[config.mk]
export PLATFORM = sky130hd
export DESIGN_NAME = edrl_csr
export DESIGN_NICKNAME = d
export VERILOG_FILES = /design/src/sv/edrl_pkg.sv /design/src/sv/edrl_csr.sv
export SDC_FILE = /design/constraint.sdc
export NUM_CORES = 1
export LEC_CHECK = 0
export BUFFER_PORTS_ARGS = -buffer_cell sky130_fd_sc_hd__buf_2
export CORE_UTILIZATION = 40
export CTS_BUF_LIST = sky130_fd_sc_hd__clkbuf_8 sky130_fd_sc_hd__clkbuf_16
export DETAILED_ROUTE_END_ITERATION = 8
export GPL_TIMING_DRIVEN = 0
export PLACE_DENSITY = 0.82
export SLEW_MARGIN = 20
export SYNTH_ARGS = -nofsm -noshare
export SYNTH_HDL_FRONTEND = slang
export SYNTH_SLANG_ARGS = --single-unit
[constraint.sdc]
create_clock -name clock -period 1.2 [get_ports clock]
set_input_delay 0.24 -clock clock [delete_from_list [all_inputs] [get_ports clock]]
set_output_delay 0.24 -clock clock [all_outputs]
set_load 0.03 [all_outputs]
[src/sv/edrl_pkg.sv]
// ----------------------------------------------------------------------------
// edrl_pkg
// Types and constants shared by the error dedup rate limiter modules.
// ----------------------------------------------------------------------------
`default_nettype none
package edrl_pkg;
   localparam logic [1:0] ACT_REPORT = 2'd0;
   localparam logic [1:0] ACT_QUERY  = 2'd1;
   localparam logic [1:0] ACT_CLEAR  = 2'd2;
   localparam logic [1:0] REG_ENABLE = 2'd0;
   localparam logic [1:0] REG_WINDOW = 2'd1;
   localparam logic [1:0] REG_MAXNTF = 2'd2;
   localparam logic [47:0] MAX48 = 48'hFFFF_FFFF_FFFF;
   localparam logic [31:0] MAX32 = 32'hFFFF_FFFF;

   typedef struct packed {
      logic [1:0]  action;
      logic        in_range;
      logic [5:0]  error_code;
      logic [3:0]  subsystem;
      logic [47:0] now_ms;
   } cmd_type;

   typedef struct packed {
      logic        found;
      logic        is_new;
      logic [31:0] hits;
      logic [47:0] first_ms;
      logic [47:0] last_ms;
      logic        entry_was_notified;
      logic        notify_now;
      logic [10:0] unique_count;
      logic [47:0] total_count;
   } rsp_type;
endpackage
`default_nettype wire

[src/sv/edrl_csr.sv]
// ----------------------------------------------------------------------------
// edrl_csr
// Configuration registers behind the APB-style port.
// ----------------------------------------------------------------------------
`default_nettype none
module edrl_csr (
   input  wire logic        clock,
   input  wire logic        reset,
   input  wire logic        psel,
   input  wire logic        penable,
   input  wire logic        pwrite,
   input  wire logic [3:0]  paddr,
   input  wire logic [31:0] pwdata,
   output logic [31:0]      prdata,
   output logic             pready,
   output logic             notify_enable,
   output logic [31:0]      window_ms,
   output logic [4:0]       max_notify
);
   import edrl_pkg::*;
   logic        en_ff;
   logic [31:0] win_ff;
   logic [4:0]  max_ff;
   logic        wr;
   logic [1:0]  ra;

   always_comb begin
      pready = 1'b1;
      wr = psel && penable && pwrite;
      ra = paddr[3:2];
      notify_enable = en_ff;
      window_ms = win_ff;
      max_notify = max_ff;
      case (ra)
         REG_ENABLE: prdata = {31'd0, en_ff};
         REG_WINDOW: prdata = win_ff;
         REG_MAXNTF: prdata = {27'd0, max_ff};
         default:    prdata = '0;
      endcase
   end

   always_ff @(posedge clock) begin
      if (reset) begin
         en_ff <= 1'b0; win_ff <= 32'd5000; max_ff <= 5'd3;
      end else if (wr && paddr[1:0] == 2'd0) begin
         case (ra)
            REG_ENABLE: en_ff <= pwdata[0];
            REG_WINDOW: win_ff <= pwdata;
            REG_MAXNTF: max_ff <= pwdata[4:0];
            default: ;
         endcase
      end
   end
endmodule
`default_nettype wire

Yosys cells after proc, flatten, opt, wreduce, memory -nomap -nowiden

Cells that the tools add are included.

Output and inout port bits: 71
Word-level logic and storage cells: 14
Register bits: 38

Equal/unequal tests: 2
Reductions and logical operators: 8
Muxes and demuxes: 1

Operators by type and width:

| cell                 | count |
|---|---|
| $pmux W32 S3         | 1 |
| $reduce_and A2 Y1    | 3 |
| $logic_not A2 Y1     | 2 |
| $logic_and A1 B1 Y1  | 3 |
| $eq A2 B1 Y1 const B | 1 |
| $eq A2 B2 Y1 const B | 1 |

Logic depth before layout (Yosys ltp)

Gate-level depths: netlist of run 1.

Depth in word-level cells: 4
Gate-level depth with buffers: 4

Worst setup path before layout of run 1

No wires, ideal clock.

Path type: reg2out
Start: register win_ff[0], in the netlist window_ms[0]
End: output port prdata[0]
Arrival: 1312 ps
Slack: -352 ps
Cell stages (with the launch flop): 3
Data required time: 960 ps
Path through: dfxtp_1 mux2i_1 o21ai_0

Longest elaborated chain between the ends: 1

RTL lines:

| what                     | RTL line       | source |
|---|---|---|
| start: declaration       | edrl_csr.sv:22 | `logic [31:0] win_ff;` |
| start signal: assignment | edrl_csr.sv:48 | `REG_WINDOW: win_ff <= pwdata;` |
| $pmux W32 S3             | edrl_csr.sv:34 | `case (ra)` |
| end: declaration         | edrl_csr.sv:14 | `output logic [31:0] prdata,` |

No other way between the ends.

Worst setup path in the final report of run 1

Start: input port paddr[3]
End: output port prdata[9]

Longest elaborated chain between the ends: 2
Elaborated cells on any way between the ends: 4

RTL lines:

| what                                       | RTL line       | source |
|---|---|---|
| start: declaration                         | edrl_csr.sv:12 | `input wire logic [3:0] paddr,` |
| $eq A2 B2 Y1, or another cell as far along | edrl_csr.sv:34 |  |
| $pmux W32 S3 (*)                           | edrl_csr.sv:34 |  |

Every way passes the cells marked *; elsewhere a longest branch is shown, timed or not.

==> impl_results.html, run 1 <==
<table>
<tr><th>Metric</th><th>Value</th></tr>
<tr><th colspan="2">Route</th></tr>
<tr><td>Ratio of routed vias to standard cells</td><td>4.726</td></tr>
<tr><td>Vias after detailed routing</td><td>1881</td></tr>
<tr><td>Remaining antenna violation count</td><td>0</td></tr>
<tr><td>Mean routed wirelength per cell</td><td>13.95 um</td></tr>
<tr><td>Router iterations before antenna repair</td><td>4</td></tr>
<tr><td>Wire length after detailed routing</td><td>5554 um</td></tr>
<tr><td>Residual DRC count</td><td>0</td></tr>
<tr><td>Initial detailed-routing violation count</td><td>58</td></tr>
<tr><th colspan="2">Power and ir drop</th></tr>
<tr><td>Static power due to leakage</td><td>1.394 nW</td></tr>
<tr><td>Internal power</td><td>1.899 mW</td></tr>
<tr><td>Net switching power</td><td>0.5993 mW</td></tr>
<tr><td>Comb pwr share</td><td>14.9%</td></tr>
<tr><td>Proportion of total power due to net switching</td><td>23.99%</td></tr>
<tr><td>Sum of internal, switching and leakage power</td><td>2.498 mW</td></tr>
<tr><td>Share of total power in the clock network</td><td>34.3%</td></tr>
<tr><td>Seq pwr share</td><td>50.8%</td></tr>
<tr><td>Power density of the placed cells</td><td>796.7 mW/mm^2</td></tr>
<tr><td>Worst supply voltage drop on vdd</td><td>0.4681 mV</td></tr>
<tr><th colspan="2">Synthesis</th></tr>
<tr><td>Post-synthesis cell area</td><td>0.001958 sq mm</td></tr>
<tr><td>Most common flop cell mapped by yosys</td><td>dfxtp_1</td></tr>
<tr><td>Sequential element share of the synthesized area</td><td>38.85%</td></tr>
<tr><td>Leading cell type by number of instances after synthesis</td><td>nand2b_1</td></tr>
<tr><td>Cell taking the most area after synthesis</td><td>dfxtp_1</td></tr>
<tr><td>Asr flop ratio synth</td><td>0%</td></tr>
<tr><td>Post-Synthesis Net Count</td><td>248</td></tr>
<tr><td>Top area cells in the synthesized netlist</td><td>dfxtp_1 39%, mux2i_1 19%, nand2b_1 19%</td></tr>
<tr><td>Average footprint of a synthesized cell</td><td>9.460 sq um</td></tr>
<tr><td>Area share of the leading cell type in the synthesized netlist</td><td>38.85%</td></tr>
<tr><td>Number of unique standard cell types used by synthesis</td><td>20</td></tr>
<tr><td>Number of flip-flops and latches in the synthesized netlist</td><td>38</td></tr>
<tr><td>Number of enable flip-flop cells after synthesis</td><td>0</td></tr>
<tr><td>YS warnings</td><td>0</td></tr>
<tr><td>Gate count of the mapped netlist</td><td>207</td></tr>
<tr><td>Top cell types by occurrence after synthesis</td><td>58 x nand2b_1, 38 x dfxtp_1, 38 x mux2i_1, 27 x and2_1, 14 x nor2_1</td></tr>
<tr><th colspan="2">Worst setup path</th></tr>
<tr><td>Category of the worst setup path launch point</td><td>input pin</td></tr>
<tr><td>Crit path kind</td><td>input pin to output pin</td></tr>
<tr><td>Worst Path Max Fanout</td><td>7</td></tr>
<tr><td>Cell Chain, Critical Path</td><td>buf_8 &gt; and2b_4 &gt; clkbuf_8 &gt; and2_4 &gt; buf_6</td></tr>
<tr><td>Arrival time reported for the critical path endpoint</td><td>1.13 ns</td></tr>
<tr><td>Critical path capture point type</td><td>output pin</td></tr>
<tr><td>Highest cell delay on the worst timing path</td><td>0.33 ns</td></tr>
<tr><td>Cell with the biggest individual delay on the critical path</td><td>and2b_4</td></tr>
<tr><td>Kind of cell adding the most delay to the critical path</td><td>simple AND/OR/NAND/NOR gates</td></tr>
<tr><td>CP required</td><td>0.96 ns</td></tr>
<tr><td>Count of buffering cells on the critical path with inverters included</td><td>3</td></tr>
<tr><th colspan="2">GRT</th></tr>
<tr><td>Total GRT Usage</td><td>21.67%</td></tr>
<tr><td>First-pass GRT wire length</td><td>8611 um</td></tr>
<tr><td>Antenna violations before repair</td><td>0</td></tr>
<tr><td>Global route overflow</td><td>0</td></tr>
<tr><td>Maximum number of pins on one net before global-route repair</td><td>11</td></tr>
<tr><td>Number of global-route vias before repair</td><td>1860</td></tr>
<tr><th colspan="2">Place</th></tr>
<tr><td>Weighted congestion reported at the end of routability-driven placement</td><td>0.7542</td></tr>
<tr><td>Post-DP HPWL</td><td>3633 um</td></tr>
<tr><td>Instance area after placement</td><td>0.002633 sq mm</td></tr>
<tr><td>PortBufs</td><td>109</td></tr>
<tr><th colspan="2">STA</th></tr>
<tr><td>Unrepaired setup endpoints after global routing</td><td>true</td></tr>
<tr><td>Transition time at the pin with the least slew margin</td><td>0.5067 ns</td></tr>
<tr><td>Setup TNS</td><td>-7.650 ns</td></tr>
<tr><td>Worst Slack Setup Final</td><td>-0.1694 ns</td></tr>
<tr><td>Post-route fraction of the period consumed by the critical path</td><td>114.1%</td></tr>
<tr><td>Highest attainable clock frequency</td><td>0.7302 GHz</td></tr>
<tr><td>Clk_skew</td><td>0 ns</td></tr>
<tr><td>Number of hold-slack violations in the final timing report</td><td>0</td></tr>
<tr><td># setup viols final</td><td>64</td></tr>
<tr><td>Minimum clock period</td><td>1.369 ns</td></tr>
<tr><td>Count of final max-slew check failures</td><td>0</td></tr>
<tr><td>Slew Limit Headroom</td><td>66.13%</td></tr>
<tr><th colspan="2">Outcome</th></tr>
<tr><td>Violations in the final reports</td><td>setup timing</td></tr>
<tr><td>Run status</td><td>complete, but fails checks</td></tr>
<tr><th colspan="2">Floorplan</th></tr>
<tr><td>Die height</td><td>71.97 um</td></tr>
<tr><td>Number of rows created at floorplan</td><td>25</td></tr>
<tr><td>Initial standard-cell utilization of the core</td><td>41.46%</td></tr>
<tr><td>Num ports</td><td>112</td></tr>
<tr><td>Die width</td><td>71.97 um</td></tr>
<tr><td>Die area</td><td>0.005179 sq mm</td></tr>
<tr><td>Core area</td><td>0.004723 sq mm</td></tr>
<tr><th colspan="2">CTS</th></tr>
<tr><td>Insertion delay of the later-clocked pin in the worst-skew pair</td><td>0.28 ns</td></tr>
<tr><td>Clk slew on worst S/H paths</td><td>0.07 ns</td></tr>
<tr><td>Number of buffers created by CTS</td><td>5</td></tr>
<tr><td>CTS H-Tree Depth</td><td>2</td></tr>
<tr><td>Clock tree from TritonCTS</td><td>yes</td></tr>
<tr><td>Post-CTS Hold Fix Bufs</td><td>0</td></tr>
<tr><td>Clk sinks</td><td>38</td></tr>
<tr><td>Maximum number of buffers from clock root to sink</td><td>2</td></tr>
<tr><td>Clock root buffer</td><td>clkbuf_8</td></tr>
<tr><th colspan="2">Run</th></tr>
<tr><td>Max-cap violations</td><td>0</td></tr>
<tr><th colspan="2">Final layout</th></tr>
<tr><td>Syn-to-layout area delta</td><td>60.13%</td></tr>
<tr><td>Area of all placed cells without fillers</td><td>0.003136 sq mm</td></tr>
<tr><td>Number of filler cells placed in the layout</td><td>386</td></tr>
<tr><td>Total number of nets in the final design</td><td>373</td></tr>
<tr><td>Share of cells above drive strength 1</td><td>51.96%</td></tr>
<tr><td>Antenna Cells</td><td>0</td></tr>
<tr><th colspan="2">Worst hold path</th></tr>
<tr><td>Type of the most critical hold path</td><td>input pin to flip-flop</td></tr>
</table>
cell usage in the layout, fill, tap and decap left out:
master,netlist,routed
a22o_1,4,1
a22o_2,0,3
and2_4,0,27
and2b_2,2,1
and2b_4,0,1
buf_12,0,3
buf_2,0,76
buf_4,1,4
buf_6,3,34
buf_8,0,1
clkbuf_1,11,7
clkbuf_16,0,1
clkbuf_2,0,1
clkbuf_8,0,12
conb_1,1,1
dfxtp_1,38,36
dfxtp_2,0,2
mux2i_1,38,37
mux2i_2,0,1
nand2_1,1,1
nand2b_1,58,58
nand3_2,1,1
nor2_1,14,14
nor2b_1,1,1
nor4b_2,1,1
nor4b_4,1,1
o21ai_1,0,1
o21ai_2,0,1
o31ai_1,1,1
or4_1,1,1
or4b_4,0,1
registers in the layout, indices dropped and copies added (netlist names):
| name | count |
|---|---|
| max_notify | 5 |
| notify_enable | 1 |
| window_ms | 32 |
power by group through the flow:
stage          combinational [mW]  sequential, mW  clock [mW]
4_1_cts                     0.367            1.27       0.875
3_5_place_dp                0.299            1.30           0
2_1_floorplan               0.162            1.31           0
6_report                    0.372            1.27       0.856
5_1_grt                     0.401            1.27       0.916
3_3_place_gp                0.295            1.30           0
final timing paths:
| check | startpoint | depth (start not counted) | to | slack [ns] |
|---|---|---|---|---|
| worst max-delay path | paddr[3] | 5 | prdata[9] | -0.17 |
| worst min-delay path | pwdata[12] | 3 | window_ms[12] | 0.21 |
| worst max register to register | notify_enable | 3 | notify_enable | 0.47 |
| worst min register to register | window_ms[25] | 2 | window_ms[25] | 0.49 |
cell type report:
cell class | instances | area, sq um | area share (%)
sequential | 38 | 763.2 | 24.34
tap | 67 | 83.83 | 2.674
buffer | 15 | 140.1 | 4.469
clock buffer | 6 | 82.58 | 2.634
timing repair buffer | 118 | 867.1 | 27.65
multi-input combinational | 154 | 1199 | 38.23
metrics by stage:
step	setup WS [ns]	utilization [%]	hold WS [ns]	instances
2_1_floorplan	-0.09034	-	0.3953	207
3_3_place_gp	-0.4707	55.74	0.4677	383
3_5_place_dp	-0.4981	55.74	0.4760	383
4_1_cts	-0.1550	65.48	0.2087	396
5_1_grt	-0.1933	66.38	0.2150	398
6_report	-0.1694	66.38	0.2130	398
worst reg2reg max path, stage by stage (launching register included):
cell and delay (ns):
dfxtp_2 0.33, nor2b_1 0.12, o21ai_1 0.09, o31ai_1 0.08
kinds of logic after synthesis:
| logic type | after synthesis | synth area share, % |
|---|---|---|
| AOI/OAI and AO/OA | 7 | 2.684 |
| muxes | 38 | 19.42 |
| and+or+nand+nor | 108 | 34.63 |
| buffers and inverters | 15 | 4.217 |
| DFF | 38 | 38.85 |
| other | 1 | 0.1915 |
repair_timing:
action | 4_1_cts | 5_1_grt
setup buffers | 4 | 1
resized for setup | 115 | 6
endpoints found under the setup margin | 62 | 65
endpoints found under the hold margin | 0 | 0
gates cloned | 3 | 1
pin swaps | 21 | 0
routing by layer:
layer	routed length, um	track usage [%]	vias up
met3	222	3.611	7
met2	2905	40.67	65
met4	70	6.972	0
met1	2356	24.96	892
li1	-	-	917
met5	0	0	-
No activity file was read; power rests on OpenSTA's default activity.
==> run 2: changes to the inputs <==
--- a/config.mk
+++ b/config.mk
@@ -6,11 +6,11 @@
 export NUM_CORES = 1
 export LEC_CHECK = 0
 export BUFFER_PORTS_ARGS = -buffer_cell sky130_fd_sc_hd__buf_2
-export CORE_UTILIZATION = 40
+export CORE_UTILIZATION = 44
 export CTS_BUF_LIST = sky130_fd_sc_hd__clkbuf_8 sky130_fd_sc_hd__clkbuf_16
 export DETAILED_ROUTE_END_ITERATION = 8
 export GPL_TIMING_DRIVEN = 0
-export PLACE_DENSITY = 0.82
+export PLACE_DENSITY = 0.85
 export SLEW_MARGIN = 20
 export SYNTH_ARGS = -nofsm -noshare
 export SYNTH_HDL_FRONTEND = slang
==> constraint.sdc (replaced) <==
create_clock -name clock -period 1.3 [get_ports clock]
set_input_delay 0.26 -clock clock [delete_from_list [all_inputs] [get_ports clock]]
set_output_delay 0.26 -clock clock [all_outputs]
set_load 0.03 [all_outputs]
==> impl_results.html, run 2 (synthesis results as in run 1) <==
<table>
<tr><th>Metric</th><th>Value</th></tr>
<tr><th colspan="2">Outcome</th></tr>
<tr><td>Run status</td><td>complete, but fails checks</td></tr>
<tr><td>Violations in the final reports</td><td>setup timing</td></tr>
<tr><th colspan="2">Power and ir drop</th></tr>
<tr><td>Static power due to leakage</td><td>1.424 nW (+2.2%)</td></tr>
<tr><td>Proportion of total power due to net switching</td><td>22.26% (-1.7 points)</td></tr>
<tr><td>Worst supply voltage drop on vdd</td><td>0.7505 mV (+60%)</td></tr>
<tr><td>Power density of the placed cells</td><td>850.5 mW/mm^2 (+6.8%)</td></tr>
<tr><td>Share of total power in the clock network</td><td>44.2% (+9.9 points)</td></tr>
<tr><td>Net switching power</td><td>0.6032 mW (+0.65%)</td></tr>
<tr><td>Sum of internal, switching and leakage power</td><td>2.709 mW (+8.5%)</td></tr>
<tr><td>Seq pwr share</td><td>43.2% (-7.6 points)</td></tr>
<tr><td>Internal power</td><td>2.106 mW (+11%)</td></tr>
<tr><td>Comb pwr share</td><td>12.6% (-2.3 points)</td></tr>
<tr><th colspan="2">Floorplan</th></tr>
<tr><td>Die width</td><td>68.71 um (-4.5%)</td></tr>
<tr><td>Die area</td><td>0.004721 sq mm (-8.8%)</td></tr>
<tr><td>Num ports</td><td>112 (unchanged)</td></tr>
<tr><td>Die height</td><td>68.71 um (-4.5%)</td></tr>
<tr><td>Core area</td><td>0.004144 sq mm (-12%)</td></tr>
<tr><td>Initial standard-cell utilization of the core</td><td>47.25% (+5.8 points)</td></tr>
<tr><td>Number of rows created at floorplan</td><td>23 (-8.0%)</td></tr>
<tr><th colspan="2">Worst setup path</th></tr>
<tr><td>CP required</td><td>1.04 ns (+0.08 ns)</td></tr>
<tr><td>Cell Chain, Critical Path</td><td>buf_8 &gt; and2b_4 &gt; clkbuf_8 &gt; and2_4 &gt; buf_6</td></tr>
<tr><td>Highest cell delay on the worst timing path</td><td>0.33 ns (about the same)</td></tr>
<tr><td>Arrival time reported for the critical path endpoint</td><td>1.15 ns (+0.02 ns)</td></tr>
<tr><td>Kind of cell adding the most delay to the critical path</td><td>simple AND/OR/NAND/NOR gates</td></tr>
<tr><td>Category of the worst setup path launch point</td><td>input pin</td></tr>
<tr><td>Cell with the biggest individual delay on the critical path</td><td>and2b_4</td></tr>
<tr><td>Crit path kind</td><td>input pin to output pin</td></tr>
<tr><td>Critical path capture point type</td><td>output pin</td></tr>
<tr><td>Setup slack of the worst register-to-register path</td><td>0.56 ns (+0.09 ns)</td></tr>
<tr><td>Count of buffering cells on the critical path with inverters included</td><td>3 (unchanged)</td></tr>
<tr><td>Worst Path Max Fanout</td><td>8 (+1)</td></tr>
<tr><th colspan="2">CTS</th></tr>
<tr><td>Clk sinks</td><td>38 (unchanged)</td></tr>
<tr><td>Maximum number of buffers from clock root to sink</td><td>2 (unchanged)</td></tr>
<tr><td>Clock root buffer</td><td>clkbuf_8</td></tr>
<tr><td>Clk slew on worst S/H paths</td><td>0.08 ns (about the same)</td></tr>
<tr><td>CTS H-Tree Depth</td><td>2 (unchanged)</td></tr>
<tr><td>Insertion delay of the later-clocked pin in the worst-skew pair</td><td>0.28 ns (about the same)</td></tr>
<tr><td>Number of buffers created by CTS</td><td>5 (unchanged)</td></tr>
<tr><td>Clock tree from TritonCTS</td><td>yes</td></tr>
<tr><td>Post-CTS Hold Fix Bufs</td><td>0 (unchanged)</td></tr>
<tr><th colspan="2">Route</th></tr>
<tr><td>Wire length after detailed routing</td><td>6016 um (+8.3%)</td></tr>
<tr><td>Vias after detailed routing</td><td>1913 (+1.7%)</td></tr>
<tr><td>Mean routed wirelength per cell</td><td>15.75 um (+13%)</td></tr>
<tr><td>Initial detailed-routing violation count</td><td>87 (+50%)</td></tr>
<tr><td>Ratio of routed vias to standard cells</td><td>5.008 (+6.0%)</td></tr>
<tr><td>Residual DRC count</td><td>0 (unchanged)</td></tr>
<tr><td>Remaining antenna violation count</td><td>0 (unchanged)</td></tr>
<tr><td>Router iterations before antenna repair</td><td>4 (unchanged)</td></tr>
<tr><th colspan="2">Worst hold path</th></tr>
<tr><td>Type of the most critical hold path</td><td>input pin to flip-flop</td></tr>
<tr><th colspan="2">Final layout</th></tr>
<tr><td>Flip-flop count of the largest register after layout</td><td>32 (unchanged)</td></tr>
<tr><td>Post-layout instance count excluding filler cells</td><td>382 (-4.0%)</td></tr>
<tr><td>Syn-to-layout area delta</td><td>62.68%</td></tr>
<tr><td>Share of cells above drive strength 1</td><td>50.60% (-1.4 points)</td></tr>
<tr><td>Area of all placed cells without fillers</td><td>0.003186 sq mm (+1.6%)</td></tr>
<tr><td>Total number of nets in the final design</td><td>372 (-0.27%)</td></tr>
<tr><td>Most frequent standard cell in the layout excluding fill and tap cells</td><td>buf_2</td></tr>
<tr><td>Commonest cells after routing, fill and taps aside</td><td>76 x buf_2, 58 x nand2b_1, 37 x mux2i_1</td></tr>
<tr><td>Antenna Cells</td><td>0 (unchanged)</td></tr>
<tr><th colspan="2">Place</th></tr>
<tr><td>PortBufs</td><td>109 (unchanged)</td></tr>
<tr><td>Post-DP HPWL</td><td>3802 um (+4.7%)</td></tr>
<tr><td>Cell Count Post-Placement</td><td>366 (-4.4%)</td></tr>
<tr><td>Instance area after placement</td><td>0.002570 sq mm (-2.4%)</td></tr>
<tr><td>Weighted congestion reported at the end of routability-driven placement</td><td>0.6919 (-8.3%)</td></tr>
<tr><th colspan="2">GRT</th></tr>
<tr><td>First-pass GRT wire length</td><td>8321 um (-3.4%)</td></tr>
<tr><td>Number of global-route vias before repair</td><td>1771 (-4.8%)</td></tr>
<tr><td>Total GRT Usage</td><td>24.19% (+2.5 points)</td></tr>
<tr><td>Maximum number of pins on one net before global-route repair</td><td>14 (+3)</td></tr>
<tr><td>Global route overflow</td><td>0 (unchanged)</td></tr>
<tr><td>Antenna violations before repair</td><td>0 (unchanged)</td></tr>
<tr><th colspan="2">STA</th></tr>
<tr><td>Highest attainable clock frequency</td><td>0.7105 GHz</td></tr>
<tr><td># setup viols final</td><td>38 (-41%)</td></tr>
<tr><td>Count of final max-slew check failures</td><td>0 (unchanged)</td></tr>
<tr><td>Unrepaired setup endpoints after global routing</td><td>true</td></tr>
<tr><td>Hold Slack</td><td>0.2195 ns (+0.006536 ns)</td></tr>
<tr><td>Minimum clock period</td><td>1.408 ns</td></tr>
<tr><td>Number of hold-slack violations in the final timing report</td><td>0 (unchanged)</td></tr>
<tr><td>Worst Slack Setup Final</td><td>-0.1075 ns (+0.06192 ns)</td></tr>
<tr><td>Post-route fraction of the period consumed by the critical path</td><td>108.3%</td></tr>
<tr><td>Clk_skew</td><td>0 ns (unchanged)</td></tr>
<tr><th colspan="2">Run</th></tr>
<tr><td>Max-cap violations</td><td>0 (unchanged)</td></tr>
</table>
## run 2: changes by cell type in the layout (fill, tap and decap cells not counted), sizes merged
cell / before / now
clkinv: 0 / 1
bufinv: 0 / 2
buf: 118 / 116
## run 2: worst reg2reg max path, stage by stage (launching register included)
cell and delay (ns):
dfxtp_2 0.33, nor2b_1 0.12, o21ai_0 0.08, o31ai_1 0.09
## run 2: cell type report
| class | count | area [sq um] |
|---|---|---|
| well taps | 50 | 62.56 |
| repair buffers | 117 | 890.9 |
| fillers | 282 | 958.4 |
| clock inverters | 3 | 68.82 |
| clock buffers | 5 | 68.82 |
| flip-flops and latches | 38 | 763.2 |
| multi-input cells | 154 | 1191 |
| plain buffers | 15 | 140.1 |
## run 2: routing by layer
metal  share of wire [%]  vias up  routed length [um]  global-route usage [%]
met4                0.80        0                  48                   6.633
met5                   0        -                   0                       0
met3                 4.7        5                 285                   4.276
li1                    -      918                   -                       -
met1                  41      921                2476                   28.87
met2                  53       69                3206                   44.12
## run 2: worst paths after layout
check                              startpoint  cells past startpoint             to
worst max-delay path                 paddr[3]                      5     prdata[24]
worst min-delay path                pwdata[5]                      3   window_ms[5]
worst max register to register  notify_enable                      3  notify_enable
worst min register to register  window_ms[17]                      2  window_ms[17]
## run 2: power by group through the flow
stage,sequential [mW],combinational [mW],clock (mW)
2_1_floorplan,1.21,0.147,0
5_1_grt,1.17,0.365,1.26
3_5_place_dp,1.20,0.274,0
6_report,1.17,0.341,1.20
4_1_cts,1.17,0.328,1.20
3_3_place_gp,1.20,0.269,0
## run 2: repair_timing
item | CTS | global route
buffers inserted | 2 | 0
gates cloned | 3 | 3
resized for setup | 101 | 18
setup endpoints to repair | 60 | 42
pin swaps | 29 | 3
## run 2: metrics by stage
stage          setup WS [ns]  setup TNS [ns]  util, %
2_1_floorplan       -0.01034         -0.3103        -
3_3_place_gp         -0.4302          -21.44    62.02
3_5_place_dp         -0.4437          -22.70    62.02
4_1_cts              -0.1117          -2.785    73.76
5_1_grt              -0.1322          -4.729    76.87
6_report             -0.1075          -2.917    76.87
==> run 3: changes to the inputs <==
--- a/config.mk
+++ b/config.mk
@@ -6,11 +6,11 @@
 export NUM_CORES = 1
 export LEC_CHECK = 0
 export BUFFER_PORTS_ARGS = -buffer_cell sky130_fd_sc_hd__buf_2
-export CORE_UTILIZATION = 44
+export CORE_UTILIZATION = 40
 export CTS_BUF_LIST = sky130_fd_sc_hd__clkbuf_8 sky130_fd_sc_hd__clkbuf_16
 export DETAILED_ROUTE_END_ITERATION = 8
 export GPL_TIMING_DRIVEN = 0
-export PLACE_DENSITY = 0.85
+export PLACE_DENSITY = 0.82
 export SLEW_MARGIN = 20
 export SYNTH_ARGS = -nofsm -noshare
 export SYNTH_HDL_FRONTEND = slang
==> constraint.sdc (replaced) <==
create_clock -name clock -period 1.1 [get_ports clock]
set_input_delay 0.22 -clock clock [delete_from_list [all_inputs] [get_ports clock]]
set_output_delay 0.22 -clock clock [all_outputs]
set_load 0.03 [all_outputs]
==> impl_results.html, run 3 (synthesis results as in run 1) <==
<table>
<tr><th>Metric</th><th>Value</th></tr>
<tr><th colspan="2">Outcome</th></tr>
<tr><td>Run status</td><td>complete, but fails checks</td></tr>
<tr><td>Violations in the final reports</td><td>DRC, setup timing</td></tr>
<tr><th colspan="2">CTS</th></tr>
<tr><td>Number of buffers created by CTS</td><td>5 (unchanged)</td></tr>
<tr><td>Clock root buffer</td><td>clkbuf_8</td></tr>
<tr><td>Clock tree from TritonCTS</td><td>yes</td></tr>
<tr><td>Maximum number of buffers from clock root to sink</td><td>2 (unchanged)</td></tr>
<tr><td>CTS H-Tree Depth</td><td>2 (unchanged)</td></tr>
<tr><td>Clk sinks</td><td>38 (unchanged)</td></tr>
<tr><td>Post-CTS Hold Fix Bufs</td><td>0 (unchanged)</td></tr>
<tr><td>Clk slew on worst S/H paths</td><td>0.07 ns (about the same)</td></tr>
<tr><td>Insertion delay of the later-clocked pin in the worst-skew pair</td><td>0.28 ns (about the same)</td></tr>
<tr><th colspan="2">Final layout</th></tr>
<tr><td>Post-layout utilization of the core</td><td>70.15% (-6.7 points)</td></tr>
<tr><td>Syn-to-layout area delta</td><td>69.20%</td></tr>
<tr><td>Flip-flop count of the largest register after layout</td><td>32 (unchanged)</td></tr>
<tr><td>Most frequent standard cell in the layout excluding fill and tap cells</td><td>nand2b_1</td></tr>
<tr><td>Storage cell area</td><td>767.0 sq um (+0.49%)</td></tr>
<tr><td>Number of filler cells placed in the layout</td><td>339 (+20%)</td></tr>
<tr><td>Area of all placed cells without fillers</td><td>0.003313 sq mm (+4.0%)</td></tr>
<tr><td>Commonest cells after routing, fill and taps aside</td><td>58 x nand2b_1, 46 x buf_2, 37 x mux2i_1</td></tr>
<tr><td>Total number of nets in the final design</td><td>376 (+1.1%)</td></tr>
<tr><td>Share of cells above drive strength 1</td><td>52.84% (+2.2 points)</td></tr>
<tr><td>Multi-input logic area</td><td>0.001222 sq mm (+2.6%)</td></tr>
<tr><td>Antenna Cells</td><td>0 (unchanged)</td></tr>
<tr><th colspan="2">Power and ir drop</th></tr>
<tr><td>Seq pwr share</td><td>51.4% (+8.2 points)</td></tr>
<tr><td>Worst supply voltage drop on vdd</td><td>0.5155 mV (-31%)</td></tr>
<tr><td>Comb pwr share</td><td>15.8% (+3.2 points)</td></tr>
<tr><td>Static power due to leakage</td><td>1.457 nW (+2.3%)</td></tr>
<tr><td>Net switching power</td><td>0.6838 mW (+13%)</td></tr>
<tr><td>Sum of internal, switching and leakage power</td><td>2.698 mW (-0.43%)</td></tr>
<tr><td>Internal power</td><td>2.014 mW (-4.4%)</td></tr>
<tr><td>Proportion of total power due to net switching</td><td>25.35% (+3.1 points)</td></tr>
<tr><td>Power density of the placed cells</td><td>814.2 mW/mm^2 (-4.3%)</td></tr>
<tr><td>Share of total power in the clock network</td><td>32.8% (-11 points)</td></tr>
<tr><th colspan="2">STA</th></tr>
<tr><td>Minimum clock period</td><td>1.356 ns</td></tr>
<tr><td>Worst Slack Setup Final</td><td>-0.2561 ns (-0.1485 ns)</td></tr>
<tr><td>Clk_skew</td><td>0 ns (unchanged)</td></tr>
<tr><td>Count of final max-slew check failures</td><td>0 (unchanged)</td></tr>
<tr><td>Post-route fraction of the period consumed by the critical path</td><td>123.3%</td></tr>
<tr><td>Hold Slack</td><td>0.1864 ns (-0.03314 ns)</td></tr>
<tr><td>Unrepaired setup endpoints after global routing</td><td>true</td></tr>
<tr><td>Highest attainable clock frequency</td><td>0.7374 GHz</td></tr>
<tr><td># setup viols final</td><td>66 (+74%)</td></tr>
<tr><td>Number of hold-slack violations in the final timing report</td><td>0 (unchanged)</td></tr>
<tr><th colspan="2">Worst setup path</th></tr>
<tr><td>Category of the worst setup path launch point</td><td>input pin</td></tr>
<tr><td>CP required</td><td>0.88 ns (-0.16 ns)</td></tr>
<tr><td>Worst Path Max Fanout</td><td>8 (unchanged)</td></tr>
<tr><td>Arrival time reported for the critical path endpoint</td><td>1.14 ns (about the same)</td></tr>
<tr><td>Crit path kind</td><td>input pin to output pin</td></tr>
<tr><td>Critical path capture point type</td><td>output pin</td></tr>
<tr><th colspan="2">GRT</th></tr>
<tr><td>Number of global-route vias before repair</td><td>1886 (+6.5%)</td></tr>
<tr><td>First-pass GRT wire length</td><td>9294 um (+12%)</td></tr>
<tr><td>Global route overflow</td><td>0 (unchanged)</td></tr>
<tr><td>Met3 capacity usage during global routing</td><td>5.278% (+1.0 points)</td></tr>
<tr><td>Maximum number of pins on one net before global-route repair</td><td>11 (-3)</td></tr>
<tr><td>Routing usage on met2</td><td>45.07% (+0.96 points)</td></tr>
<tr><td>Most Crowded Layer GR</td><td>met2</td></tr>
<tr><td>Antenna violations before repair</td><td>0 (unchanged)</td></tr>
<tr><td>Global routing met1 resource utilization</td><td>27.42% (-1.5 points)</td></tr>
<tr><td>Total GRT Usage</td><td>23.99% (-0.20 points)</td></tr>
<tr><th colspan="2">Route</th></tr>
<tr><td>Ratio of routed vias to standard cells</td><td>4.900 (-2.1%)</td></tr>
<tr><td>Residual DRC count</td><td>2 (+2)</td></tr>
<tr><td>Remaining antenna violation count</td><td>0 (unchanged)</td></tr>
<tr><td>Initial detailed-routing violation count</td><td>130 (+49%)</td></tr>
<tr><td>Vias after detailed routing</td><td>1970 (+3.0%)</td></tr>
<tr><td>Mean routed wirelength per cell</td><td>15.79 um (+0.24%)</td></tr>
<tr><td>Router iterations before antenna repair</td><td>7 (+3)</td></tr>
<tr><td>Wire length after detailed routing</td><td>6346 um (+5.5%)</td></tr>
<tr><th colspan="2">Floorplan</th></tr>
<tr><td>Die area</td><td>0.005179 sq mm (+9.7%)</td></tr>
<tr><td>Initial standard-cell utilization of the core</td><td>41.46% (-5.8 points)</td></tr>
<tr><td>Die width</td><td>71.97 um (+4.7%)</td></tr>
<tr><td>Num ports</td><td>112 (unchanged)</td></tr>
<tr><td>Core area</td><td>0.004723 sq mm (+14%)</td></tr>
<tr><td>Number of rows created at floorplan</td><td>25 (+8.7%)</td></tr>
<tr><td>Die height</td><td>71.97 um (+4.7%)</td></tr>
<tr><th colspan="2">Place</th></tr>
<tr><td>PortBufs</td><td>109 (unchanged)</td></tr>
<tr><td>Instance area after placement</td><td>0.002671 sq mm (+3.9%)</td></tr>
<tr><td>Weighted congestion reported at the end of routability-driven placement</td><td>0.7446 (+7.6%)</td></tr>
<tr><td>Post-DP HPWL</td><td>3726 um (-2.0%)</td></tr>
<tr><th colspan="2">Run</th></tr>
<tr><td>Max-cap violations</td><td>0 (unchanged)</td></tr>
<tr><th colspan="2">Worst hold path</th></tr>
<tr><td>Type of the most critical hold path</td><td>input pin to flip-flop</td></tr>
</table>
-- run 3: changes by cell type in the layout (fill, tap and decap cells not counted), moves of 2 or more --
cell,before,now
buf_2,76,46
buf_4,2,31
a22o_1,4,1
buf_12,3,6
buf_6,33,36
dfxtp_1,36,33
dfxtp_2,2,5
a22o_4,0,2
bufinv_16,2,0
clkbuf_16,3,1
inv_1,0,2
-- run 3: area by class of cell --
class / count / share of cell area, %
Multi-Input combinational cell: 154 / 36.90
Buffer: 15 / 4.569
Timing Repair Buffer: 121 / 30.55
Sequential cell: 38 / 23.15
Clock inverter: 2 / 0.2266
Tap cell: 67 / 2.530
Clock buffer: 5 / 2.077
-- run 3: path summary, 6_finish.rpt --
path	endpoint	depth (start not counted)	startpoint	slack, ns
max reg2reg	notify_enable	3	notify_enable	0.32
max	prdata[16]	5	paddr[3]	-0.26
min	window_ms[31]	3	pwdata[31]	0.19
min reg2reg	window_ms[23]	2	window_ms[23]	0.49
-- run 3: per-stage QoR --
step	TNS (ns)	worst slack, ns	std cells
after floorplan	-7.362	-0.1703	207
after global placement	-32.55	-0.6248	383
after detailed placement	-33.72	-0.6231	383
after CTS	-11.08	-0.2386	404
after global routing	-15.59	-0.2865	402
final	-12.49	-0.2561	402
-- run 3: per-layer routing --
metal | share of wire (%) | up-vias
met5 | 0 | -
met4 | 1.3 | 0
met3 | 4.3 | 12
met2 | 54 | 75
met1 | 41 | 960
li1 | - | 923
-- run 3: timing repair --
action / CTS / global route
resized for setup: 111 / 62
setup endpoints to repair: 66 / 99
gates cloned: 6 / 0
setup buffers: 8 / 0
pin swaps: 22 / 0
-- run 3: power groups by stage --
| stage | clock, mW | combinational (mW) | sequential [mW] |
|---|---|---|---|
| floorplan | 0 | 0.188 | 1.43 |
| global placement | 0 | 0.337 | 1.42 |
| detailed placement | 0 | 0.340 | 1.42 |
| CTS | 0.902 | 0.418 | 1.38 |
| global route | 0.975 | 0.451 | 1.39 |
| finish | 0.886 | 0.426 | 1.39 |
-- run 3: critical path: stages --
cell,delay (ns)
buf_8,0.10
and2b_4,0.34
clkbuf_8,0.20
and2_4,0.14
buf_6,0.12
